`config.mk`:
```
export PLATFORM = sky130hd
export DESIGN_NAME = multiset_count_and_mode
export DESIGN_NICKNAME = d
export VERILOG_FILES = /design/src/design/mcm_pkg.sv /design/src/design/mcm_ram.sv /design/src/design/multiset_count_and_mode.sv
export SDC_FILE = /design/constraint.sdc
export NUM_CORES = 1
export LEC_CHECK = 0
export ABC_AREA = 1
export BUFFER_PORTS_ARGS = -buffer_cell sky130_fd_sc_hd__buf_2
export CORE_MARGIN = 1
export CORE_UTILIZATION = 44
export DETAILED_ROUTE_END_ITERATION = 10
export PLACE_DENSITY_LB_ADDON = 0.3
export SLEW_MARGIN = 20
export SYNTH_ARGS = -nofsm -noshare
export SYNTH_HDL_FRONTEND = slang
export SYNTH_SLANG_ARGS = --single-unit
```
`constraint.sdc`:
```
create_clock -name clock -period 3.9 [get_ports clock]
set_input_delay 0.78 -clock clock [delete_from_list [all_inputs] [get_ports clock]]
set_output_delay 0.78 -clock clock [all_outputs]
set_load 0.02 [all_outputs]
```
`src/design/mcm_pkg.sv`:
```
// Shared constants and codes for the multiset count and mode block.
package mcm_pkg;

   localparam int CAPACITY   = 64;
   localparam int DATA_WIDTH = 16;
   localparam int ADDR_W     = (CAPACITY > 1) ? $clog2(CAPACITY) : 1;
   localparam int CNT_W      = $clog2(CAPACITY + 1);

   typedef enum logic [1:0] {
      CMD_ADD    = 2'd0,
      CMD_COUNT  = 2'd1,
      CMD_MODE   = 2'd2,
      CMD_UNUSED = 2'd3
   } cmd_type;

   typedef enum logic [1:0] {
      STATUS_OK    = 2'd0,
      STATUS_EMPTY = 2'd1,
      STATUS_FULL  = 2'd2,
      STATUS_RSVD  = 2'd3
   } status_type;

endpackage

```
`src/design/mcm_ram.sv`:
```
// Single-port-write, registered-read memory holding the stored entries.
module mcm_ram #(
   parameter int DEPTH = 64,
   parameter int WIDTH = 16,
   parameter int AW    = 6
) (
   input  logic             clock,
   input  logic             wr_en,
   input  logic [AW-1:0]    wr_addr,
   input  logic [WIDTH-1:0] wr_data,
   input  logic             rd_en,
   input  logic [AW-1:0]    rd_addr,
   output logic [WIDTH-1:0] rd_data
);

   logic [WIDTH-1:0] mem [DEPTH];
   logic [WIDTH-1:0] rd_data_ff;

   always_ff @(posedge clock) begin
      if (wr_en) begin
         mem[wr_addr] <= wr_data;
      end
      if (rd_en) begin
         rd_data_ff <= mem[rd_addr];
      end
   end

   assign rd_data = rd_data_ff;

endmodule

```
`src/design/multiset_count_and_mode.sv`:
```
// Top level: bounded multiset store with occurrence count and running mode.
//
// Usage:
//  - Command channel: drive req_cmd and req_item_value with start high; the
//    beat is taken at a rising edge where start is high and busy is low.
//  - Result channel: one beat per command, shown for one cycle with
//    rsp_valid high. The receiver cannot stall; it must take the beat then.
//  - Add and count walk the stored entries through the memory read port,
//    one entry a cycle; busy holds until the result shows.
//  - Most common, add to a full store and the unused code answer in the
//    cycle after the command beat; busy does not rise for them. The mode is kept
//    up to date on each add (count of the value, index of its first copy),
//    so no walk is needed to answer it.
//  - After an add or count no new command is taken until busy falls;
//    the other commands can be taken one per cycle.
//  - Reset (synchronous, active high) empties the store at once; the
//    memory contents are not cleared, and only entries below the fill level
//    are ever read.
module multiset_count_and_mode (
   input  logic                           clock,
   input  logic                           reset,
   input  logic                           start,
   output logic                           busy,
   input  logic [1:0]                     req_cmd,
   input  logic [mcm_pkg::DATA_WIDTH-1:0] req_item_value,
   output logic                           rsp_valid,
   output logic [mcm_pkg::CNT_W-1:0]      rsp_occurrences,
   output logic [mcm_pkg::DATA_WIDTH-1:0] rsp_mode_value,
   output logic [1:0]                     rsp_status
);
   import mcm_pkg::*;

   typedef enum logic [0:0] {
      ST_IDLE,
      ST_WALK
   } state_type;

   state_type             state_ff,  state_in;
   cmd_type               cmd_ff,    cmd_in;
   logic [DATA_WIDTH-1:0] value_ff,  value_in;
   logic [CNT_W-1:0]      fill_ff,   fill_in;
   logic [CNT_W-1:0]      issue_ff,  issue_in;
   logic                  pend_ff,   pend_in;
   logic [ADDR_W-1:0]     pidx_ff,   pidx_in;
   logic [CNT_W-1:0]      count_ff,  count_in;
   logic                  found_ff,  found_in;
   logic [ADDR_W-1:0]     first_ff,  first_in;
   logic [CNT_W-1:0]      bestn_ff,  bestn_in;
   logic [ADDR_W-1:0]     bestf_ff,  bestf_in;
   logic [DATA_WIDTH-1:0] bestv_ff,  bestv_in;
   logic                  rvalid_ff, rvalid_in;
   logic [CNT_W-1:0]      rocc_ff,   rocc_in;
   logic [DATA_WIDTH-1:0] rmode_ff,  rmode_in;
   status_type            rstat_ff,  rstat_in;

   logic                  rd_en;
   logic [DATA_WIDTH-1:0] rd_data;
   logic                  wr_en;
   logic                  match;
   logic                  full;
   logic [CNT_W-1:0]      new_n;
   logic [ADDR_W-1:0]     new_first;

   assign full  = (fill_ff == CNT_W'(CAPACITY));
   assign rd_en = (state_ff == ST_WALK) && (issue_ff < fill_ff);
   assign match = pend_ff && (rd_data == value_ff);
   // A value never seen before gets its first copy at the fill position.
   assign new_n     = count_ff + CNT_W'(1);
   assign new_first = found_ff ? first_ff : fill_ff[ADDR_W-1:0];

   mcm_ram #(
      .DEPTH (CAPACITY),
      .WIDTH (DATA_WIDTH),
      .AW    (ADDR_W)
   ) u_ram (
      .clock   (clock),
      .wr_en   (wr_en),
      .wr_addr (fill_ff[ADDR_W-1:0]),
      .wr_data (value_ff),
      .rd_en   (rd_en),
      .rd_addr (issue_ff[ADDR_W-1:0]),
      .rd_data (rd_data)
   );

   always_comb begin
      state_in  = state_ff;
      cmd_in    = cmd_ff;
      value_in  = value_ff;
      fill_in   = fill_ff;
      issue_in  = issue_ff;
      pend_in   = 1'b0;
      pidx_in   = issue_ff[ADDR_W-1:0];
      count_in  = count_ff;
      found_in  = found_ff;
      first_in  = first_ff;
      bestn_in  = bestn_ff;
      bestf_in  = bestf_ff;
      bestv_in  = bestv_ff;
      rvalid_in = 1'b0;
      rocc_in   = '0;
      rmode_in  = '0;
      rstat_in  = STATUS_OK;
      wr_en     = 1'b0;

      case (state_ff)
         ST_IDLE: begin
            if (start) begin
               cmd_in   = cmd_type'(req_cmd);
               value_in = req_item_value;
               issue_in = '0;
               count_in = '0;
               found_in = 1'b0;
               first_in = '0;
               case (cmd_type'(req_cmd))
                  CMD_ADD: begin
                     if (full) begin
                        rvalid_in = 1'b1;
                        rstat_in  = STATUS_FULL;
                     end else begin
                        state_in = ST_WALK;
                     end
                  end
                  CMD_COUNT: begin
                     state_in = ST_WALK;
                  end
                  CMD_MODE: begin
                     rvalid_in = 1'b1;
                     if (fill_ff == '0) begin
                        rstat_in = STATUS_EMPTY;
                     end else begin
                        rmode_in = bestv_ff;
                     end
                  end
                  default: begin
                     rvalid_in = 1'b1;
                  end
               endcase
            end
         end
         ST_WALK: begin
            // advance the read pointer; compare the beat read last cycle
            if (rd_en) begin
               issue_in = issue_ff + CNT_W'(1);
               pend_in  = 1'b1;
            end
            if (match) begin
               count_in = count_ff + CNT_W'(1);
               if (!found_ff) begin
                  found_in = 1'b1;
                  first_in = pidx_ff;
               end
            end
            if (!rd_en && !pend_ff) begin
               state_in  = ST_IDLE;
               rvalid_in = 1'b1;
               if (cmd_ff == CMD_ADD) begin
                  wr_en   = 1'b1;
                  fill_in = fill_ff + CNT_W'(1);
                  // earlier first copy wins a tie
                  if ((new_n > bestn_ff) ||
                      ((new_n == bestn_ff) && (new_first < bestf_ff))) begin
                     bestn_in = new_n;
                     bestf_in = new_first;
                     bestv_in = value_ff;
                  end
               end else begin
                  rocc_in = count_ff;
               end
            end
         end
         default: begin
            state_in = ST_IDLE;
         end
      endcase
   end

   always_ff @(posedge clock) begin
      if (reset) begin
         state_ff  <= ST_IDLE;
         fill_ff   <= '0;
         pend_ff   <= 1'b0;
         bestn_ff  <= '0;
         rvalid_ff <= 1'b0;
      end else begin
         state_ff  <= state_in;
         fill_ff   <= fill_in;
         pend_ff   <= pend_in;
         bestn_ff  <= bestn_in;
         rvalid_ff <= rvalid_in;
      end
      cmd_ff   <= cmd_in;
      value_ff <= value_in;
      issue_ff <= issue_in;
      pidx_ff  <= pidx_in;
      count_ff <= count_in;
      found_ff <= found_in;
      first_ff <= first_in;
      bestf_ff <= bestf_in;
      bestv_ff <= bestv_in;
      rocc_ff  <= rocc_in;
      rmode_ff <= rmode_in;
      rstat_ff <= rstat_in;
   end

   assign busy            = (state_ff != ST_IDLE);
   assign rsp_valid       = rvalid_ff;
   assign rsp_occurrences = rocc_ff;
   assign rsp_mode_value  = rmode_ff;
   assign rsp_status      = rstat_ff;

endmodule

```
# --- Word-level counts from Yosys, hierarchy flattened ---
# Memory sizes are Yosys's and may differ from the RTL's. A register that Yosys moved wholly into a read port is not among the register bits.
# Cells that the tools add are included.
word_totals:
  in_bits: 21
  memories: 1
  out_inout_bits: 27
  word_cells: 89
  ram_bits: 1024
  regBits: 109
op_classes:
  n_lt_le_gt_ge: 3
  n_mux: 32
  eq_ne: 9
  n_addsub: 3
  n_reduce_logical: 20
  bitwise_logic: 4
mem_list:
  columns: ["name", "words", "word_bits", "read_ports", "rd_ports_with_merged_regs", "wr", "line", "text"]
  rows:
  - ["u_ram.mem", 64, 16, 1, 1, 1, "mcm_ram.sv:16", "logic [WIDTH-1:0] mem [DEPTH];"]
op_table:
  columns: ["operator", "n"]
  rows:
  - ["$pmux 7 s2", 2]
  - ["$mux 6", 4]
  - ["$add 7x1->7 const B", 3]
  - ["$mux 7", 3]
  - ["$eq 16x16->1", 1]
  - ["$mux 1", 15]
  - ["$pmux 6 s2", 1]
  - ["$pmux 1 s2", 5]
  - ["$eq 7x7->1", 1]
  - ["$eq 7x7->1 const B", 1]
  - ["$gt 7x7->1", 1]
  - ["$logic_not 7->1", 1]
  - ["$lt 7x7->1", 1]
  - ["$lt 6x6->1", 1]
  - ["$reduce_and 2->1", 3]
  - ["$reduce_and 3->1", 2]
  - ["$logic_and 1x1->1", 4]
  - ["$logic_not 2->1", 2]
  - ["$ne 2x1->1 const B", 2]
  - ["$ne 2x2->1 const B", 2]
  - ["$not 1->1", 4]
  - ["$pmux 2 s2", 1]
  - ["$reduce_and 4->1", 1]
  - ["$reduce_or 2->1", 2]
  - ["7 further kinds", 8]

# --- Longest topological paths before layout ---
depth:
  depth_word: 8
  mapped_depth: 17
  depth_no_buf: 16

# --- Hierarchy ---
# A second synthesis with hierarchy kept.
hier_totals:
  hier_cells: 3984
  area_unflattened_um2: 46833.7
by_module_without_submodules:
  columns: ["mod", "area_each_um2", "instances", "cells_each", "seq_area_each_um2"]
  rows:
  - ["mcm_ram", 42259.3, 1, 3517, 31230.0]
  - ["multiset_count_and_mode", 4574.4, 1, 467, 2792.7]

# --- Least setup slack after synthesis ---
# OpenSTA, ideal clock, no wires.
synth_timing:
  path_type: "register to register"
  startpoint: "register count_ff[0]"
  endpoint: "register bestf_ff[0] (enable)"
  path_slack_ns: 0.464
  period_less_slack_ns: 3.436
  path_buffers: 1
  setup_time_ns: 0.401
  stages_incl_launch_ff: 14
  required_time_ns: 3.499
  arrival_ns: 3.035
  cell_sequence: "edfxtp_1 > ha_1 > nand3_1 > nor2_1 > nand2_1 > xor2_1 > inv_1 > ha_1 > nand2_1 > nor3_1 > nand2_1 > clkbuf_1 > nand2_1 > nor2_1"
synth_via:
  elab_chain_cells: 5
  word_cells_on_any_way: 6
  classes_between: "1 x add/sub; 1 x order compare; 1 x eq/ne; 3 x reduce/logical"
synth_lines:
  columns: ["element", "line", "text"]
  rows:
  - ["start, declared", "multiset_count_and_mode.sv:45", "logic [CNT_W-1:0] count_ff, count_in;"]
  - ["start signal, assigned", "multiset_count_and_mode.sv:195", "count_ff <= count_in;"]
  - ["$add 7x1->7 *", "multiset_count_and_mode.sv:68", "assign new_n = count_ff + CNT_W'(1);"]
  - ["net new_n[6]", "multiset_count_and_mode.sv:61", "logic [CNT_W-1:0] new_n;"]
  - ["branches (longest 2 deep; another with $gt 7x7->1)", null, null]
  - ["$logic_or 1x1->1 *", "multiset_count_and_mode.sv:160", "if ((new_n > bestn_ff) ||"]
  - ["$reduce_and 4->1 (no source line) *", null, null]
  - ["end signal, assigned", "multiset_count_and_mode.sv:198", "bestf_ff <= bestf_in;"]
  - ["end, declared", "multiset_count_and_mode.sv:49", "logic [ADDR_W-1:0] bestf_ff, bestf_in;"]
# Mark *: on every way through the listed nets, which the timed path passes.
# A chain may end at the register's enable or synchronous reset.

# --- Worst setup path in the final report ---
layout_timing:
  startpoint: "register fill_ff[5]"
  endpoint: "memory u_ram.mem[26][10] (enable)"
layout_via:
  elab_chain_cells: 8
layout_lines:
  columns: ["element", "line", "text"]
  rows:
  - ["start, declared", "multiset_count_and_mode.sv:41", "logic [CNT_W-1:0] fill_ff, fill_in;"]
  - ["start signal, assigned", "multiset_count_and_mode.sv:186", "fill_ff <= fill_in;"]
  - ["$lt 7x7->1", "multiset_count_and_mode.sv:65", "assign rd_en = (state_ff == ST_WALK) && (issue_ff < fill_ff);"]
  - ["$logic_and 1x1->1", "multiset_count_and_mode.sv:65", null]
  - ["$logic_not 1->1", "multiset_count_and_mode.sv:153", "if (!rd_en && !pend_ff) begin"]
  - ["$logic_and 1x1->1", "multiset_count_and_mode.sv:153", null]
  - ["$mux 1", "multiset_count_and_mode.sv:153", null]
  - ["$mux 1", "multiset_count_and_mode.sv:105", "case (state_ff)"]
  - ["$mux 1", "mcm_ram.sv:20", "if (wr_en) begin"]
  - ["$mux 1 (implied by the code)", "mcm_ram.sv:21", "mem[wr_addr] <= wr_data;"]
  - ["end, declared", "mcm_ram.sv:16", null]
# Several ways; a longest one is shown, not always the timed one.

==> key figures <==
Outcome
  • Outcome: finished, final reports clean

Timing
  • Period utilization: 0.948
  • Slew @ Worst Pin: between 1 and 1.5 ns
  • Min Tclk post-route: about 3.7 ns
  • Final Max Tran Viols: 0
  • Setup TNS: 0 ns
  • Worst Clk Skew: 0.0270 ns
  • Setup violations, final: 0
  • Rel. slew slack: 0.299
  • RSZ-0062 raised after global routing: false
  • Fin. Hold Viols: 0
  • F_max: approximately 0.27 GHz

Floorplanning
  • DIE WIDTH: 327 um
  • Die Footprint: between 100000 and 150000 sq um
  • Row cnt: ~120
  • Core area: between 100000 and 150000 sq um
  • Die height: about 330 um
  • Io pins: 48
  • Initial Utilization: 0.447

Worst setup path
  • CP arrival: 4.08 ns
  • Beginning of the critical path: fill_ff[5]$_SDFFE_PP0P_
  • WP data required: 4.28 ns
  • R2R Path Start: fill_ff[5]$_SDFFE_PP0P_
  • Worst-path cell chain: clkinv_1, ha_1, nand2_1, nor2_1, nand2_1, nand2_2, nand3_2, nor2_4, nand3_2, nor2_1, buf_4
  • Worst-path fanout max: 12
  • Worst stage delay on the critical path: around 0.52 ns
  • Slowest-stage cell, CP: nor2_1
  • CP Class: register to register
  • Crit. End Element: register
  • CP Launch Type: register

Power and ir drop
  • VDD IR-drop max: between 0.0004 and 0.0005 V
  • Static Leak: between 15 and 20 nW
  • Power Dens Cells: around 520 nW/um^2

Global route
  • First-pass GRT wire length: 183 mm
  • Largest net degree at the start of global routing: roughly 200
  • Antenna violations before repair: 1
  • GRT Util Overall: 0.230
  • Total grt overflow: 0
  • Vias in the first global route: about 29000

Synthesis
  • Post-synth ARST share: 0
  • Syn. warnings: 0
  • Area leader, netlist: edfxtp_1
  • Seq/Total Area, Yosys: 0.732
  • Number of flops mapped to enable cells by yosys: 1101
  • Mapped Area: 46500 sq um
  • Yosys top cell area share: 0.711
  • Avg Cell Area, Syn: approximately 12 sq um
  • Synth cell types: 34
  • Synth area leaders: edfxtp_1, nor2_1, o21ai_0
  • Most common library cells after synthesis: edfxtp_1, nor2_1, nand2_1, o21ai_0, nand3_1
  • Syn_nets: about 4000
  • Synthesized netlist cell count: 4005
  • Most numerous cell in the Yosys netlist: edfxtp_1
  • Synthesis-stage register bit count: 1149
  • Synth Flop Type: edfxtp_1

Layout
  • Post-route insts no fill: 5563
  • N_diodes: 0
  • Layout cells sized above 1: 0.0906
  • Area Overhead vs Synth: 12.8%
  • Fin nets: ~4100
  • Post-layout util: 0.504
  • Design Area, Final: 52400 sq um

Clock network
  • Cts hold-fix bufs: 0
  • CTS H-Tree Depth: 3
  • Root Buffer: clkbuf_16
  • CTS tree: done
  • Clock slew at reported path FFs: around 0.06 ns
  • Skew-Pair Late Insertion Delay: between 0.6 and 0.7 ns
  • CTS Buffer Depth: 3
  • CTS Buf Count: roughly 110
  • Post-cts sizing count: 0
  • Post-CTS setup buffers: 0
  • CTS Sinks: 1149

Route
  • First drt pass iteration count: 6
  • DR iter-0 viols: 4072
  • Length of routed wiring on met1: approximately 53 mm
  • Via count: 30303
  • Total Wirelength: approximately 120 mm
  • DRC errors left: 0
  • DR vias/cell: ~5.4
  • Drt wl/cell: about 22 um
  • Highest routed layer: met4
  • Final ANT Viol Nets: 0
  • Met3 WL: about 11 mm
  • Met2 routed wirelength: about 57 mm

Flow run
  • Max-cap violations: 0

Place
  • Cell count after placement: between 5000 and 6000
  • I/O Buffers: 47
  • Area after DPL: between 40000 and 50000 sq um
  • Dpl hpwl: between 70 and 80 mm
  • Routability cong.: about 0.94

Min path
  • Hold_sp: req_item_value[14]
  • HP Class: input port to register
[cell usage in the layout, fill, tap and decap left out, types with 2 or more instances in the layout]
cell type,netlist,routed
clkinv_1,13,32
nor3_2,0,3
a21oi_1,69,69
clkinv_8,0,4
inv_2,2,4
or2_2,2,2
dfxtp_1,48,48
nor2_4,2,4
clkinv_2,0,28
xnor2_1,7,7
nand2_2,4,4
a31oi_1,2,2
clkinv_4,0,2
buf_4,8,130
nand3_2,5,5
clkinvlp_4,0,6
nor2_1,978,976
buf_12,0,7
inv_1,168,165
nand2_1,590,590
bufinv_16,0,13
buf_2,68,47
clkbuf_16,0,117
clkbuf_1,122,24
o21ai_1,17,17
nand3_1,169,169
o22ai_1,2,2
nand4_1,2,2
o211ai_1,94,94
edfxtp_1,1101,1101
nor3_1,6,3
ha_1,22,22
o21ai_0,465,465
xor2_1,10,10
[power by group]
part	switching, mW	total [mW]	internal (mW)
Combinational	1.87	2.46	0.590
Sequential	0.0461	13.7	13.6
Clock	4.63	11.0	6.35
[worst max-delay path: cells and delay by family, from the launching register on]
family / cells / cell delay, ns
adder cells (fa/ha/maj): 1 / 0.37
buffers and inverters: 2 / 0.60
flip-flops: 1 / 0.49
AND/OR/NAND/NOR: 8 / 1.92
[metrics by stage]
stage / worst slack [ns] / hold slack [ns] / power [mW]
final: 0.203 / 0.257 / 27.1
after CTS: 0.237 / 0.226 / 27.2
after global routing: 0.000927 / 0.232 / 27.9
after detailed placement: 0.264 / 0.450 / 16.4
after global placement: 0.381 / 0.450 / 16.3
after floorplan: 0.464 / 0.436 / 15.4
[sequential cells by signal (all words and copies together) (netlist names), 7 cells and up]
name / cells
bestn_ff: 7
value_ff: 16
u_ram.mem: 1024
issue_ff: 7
fill_ff: 7
u_ram.rd_data: 16
rsp_occurrences: 7
bestv_ff: 16
rsp_mode_value: 16
count_ff: 7
[logic make-up after synthesis]
kind of cell	after synthesis	synth area share
buf+inv	403	0.0350
flops	1149	0.732
fa+ha+maj	22	0.00592
simple gates	1761	0.148
compound gates	653	0.0757
xor+xnor	17	0.00320
[cell type report]
class                           count  area [sq um]
Inverter                          183           699
Clock buffer                      141          3020
Clock inverter                     73           733
Tap cell                         1380          1730
Sequential cell                  1149         34000
Multi-Input combinational cell   2453         10900
Fill cell                        8987         51700
Timing Repair Buffer              184          1350
[routing by layer]
layer | vias up | global-route usage
met1 | 14742 | 0.329
li1 | 14006 | -
met2 | 1366 | 0.360
met4 | 0 | 0.0706
met5 | - | 0
met3 | 189 | 0.0388
[worst paths after layout]
check | cells after the start | to | slack, ns
worst max-delay path | 11 | u_ram.mem[26][10]$_DFFE_PP_ | 0.20
worst min-delay path | 1 | value_ff[14]$_DFFE_PP_ | 0.26
worst max register to register | 11 | u_ram.mem[26][10]$_DFFE_PP_ | 0.20
worst min register to register | 2 | rsp_mode_value[6]$_SDFF_PP0_ | 0.46
No activity file was read; power rests on OpenSTA's default activity.
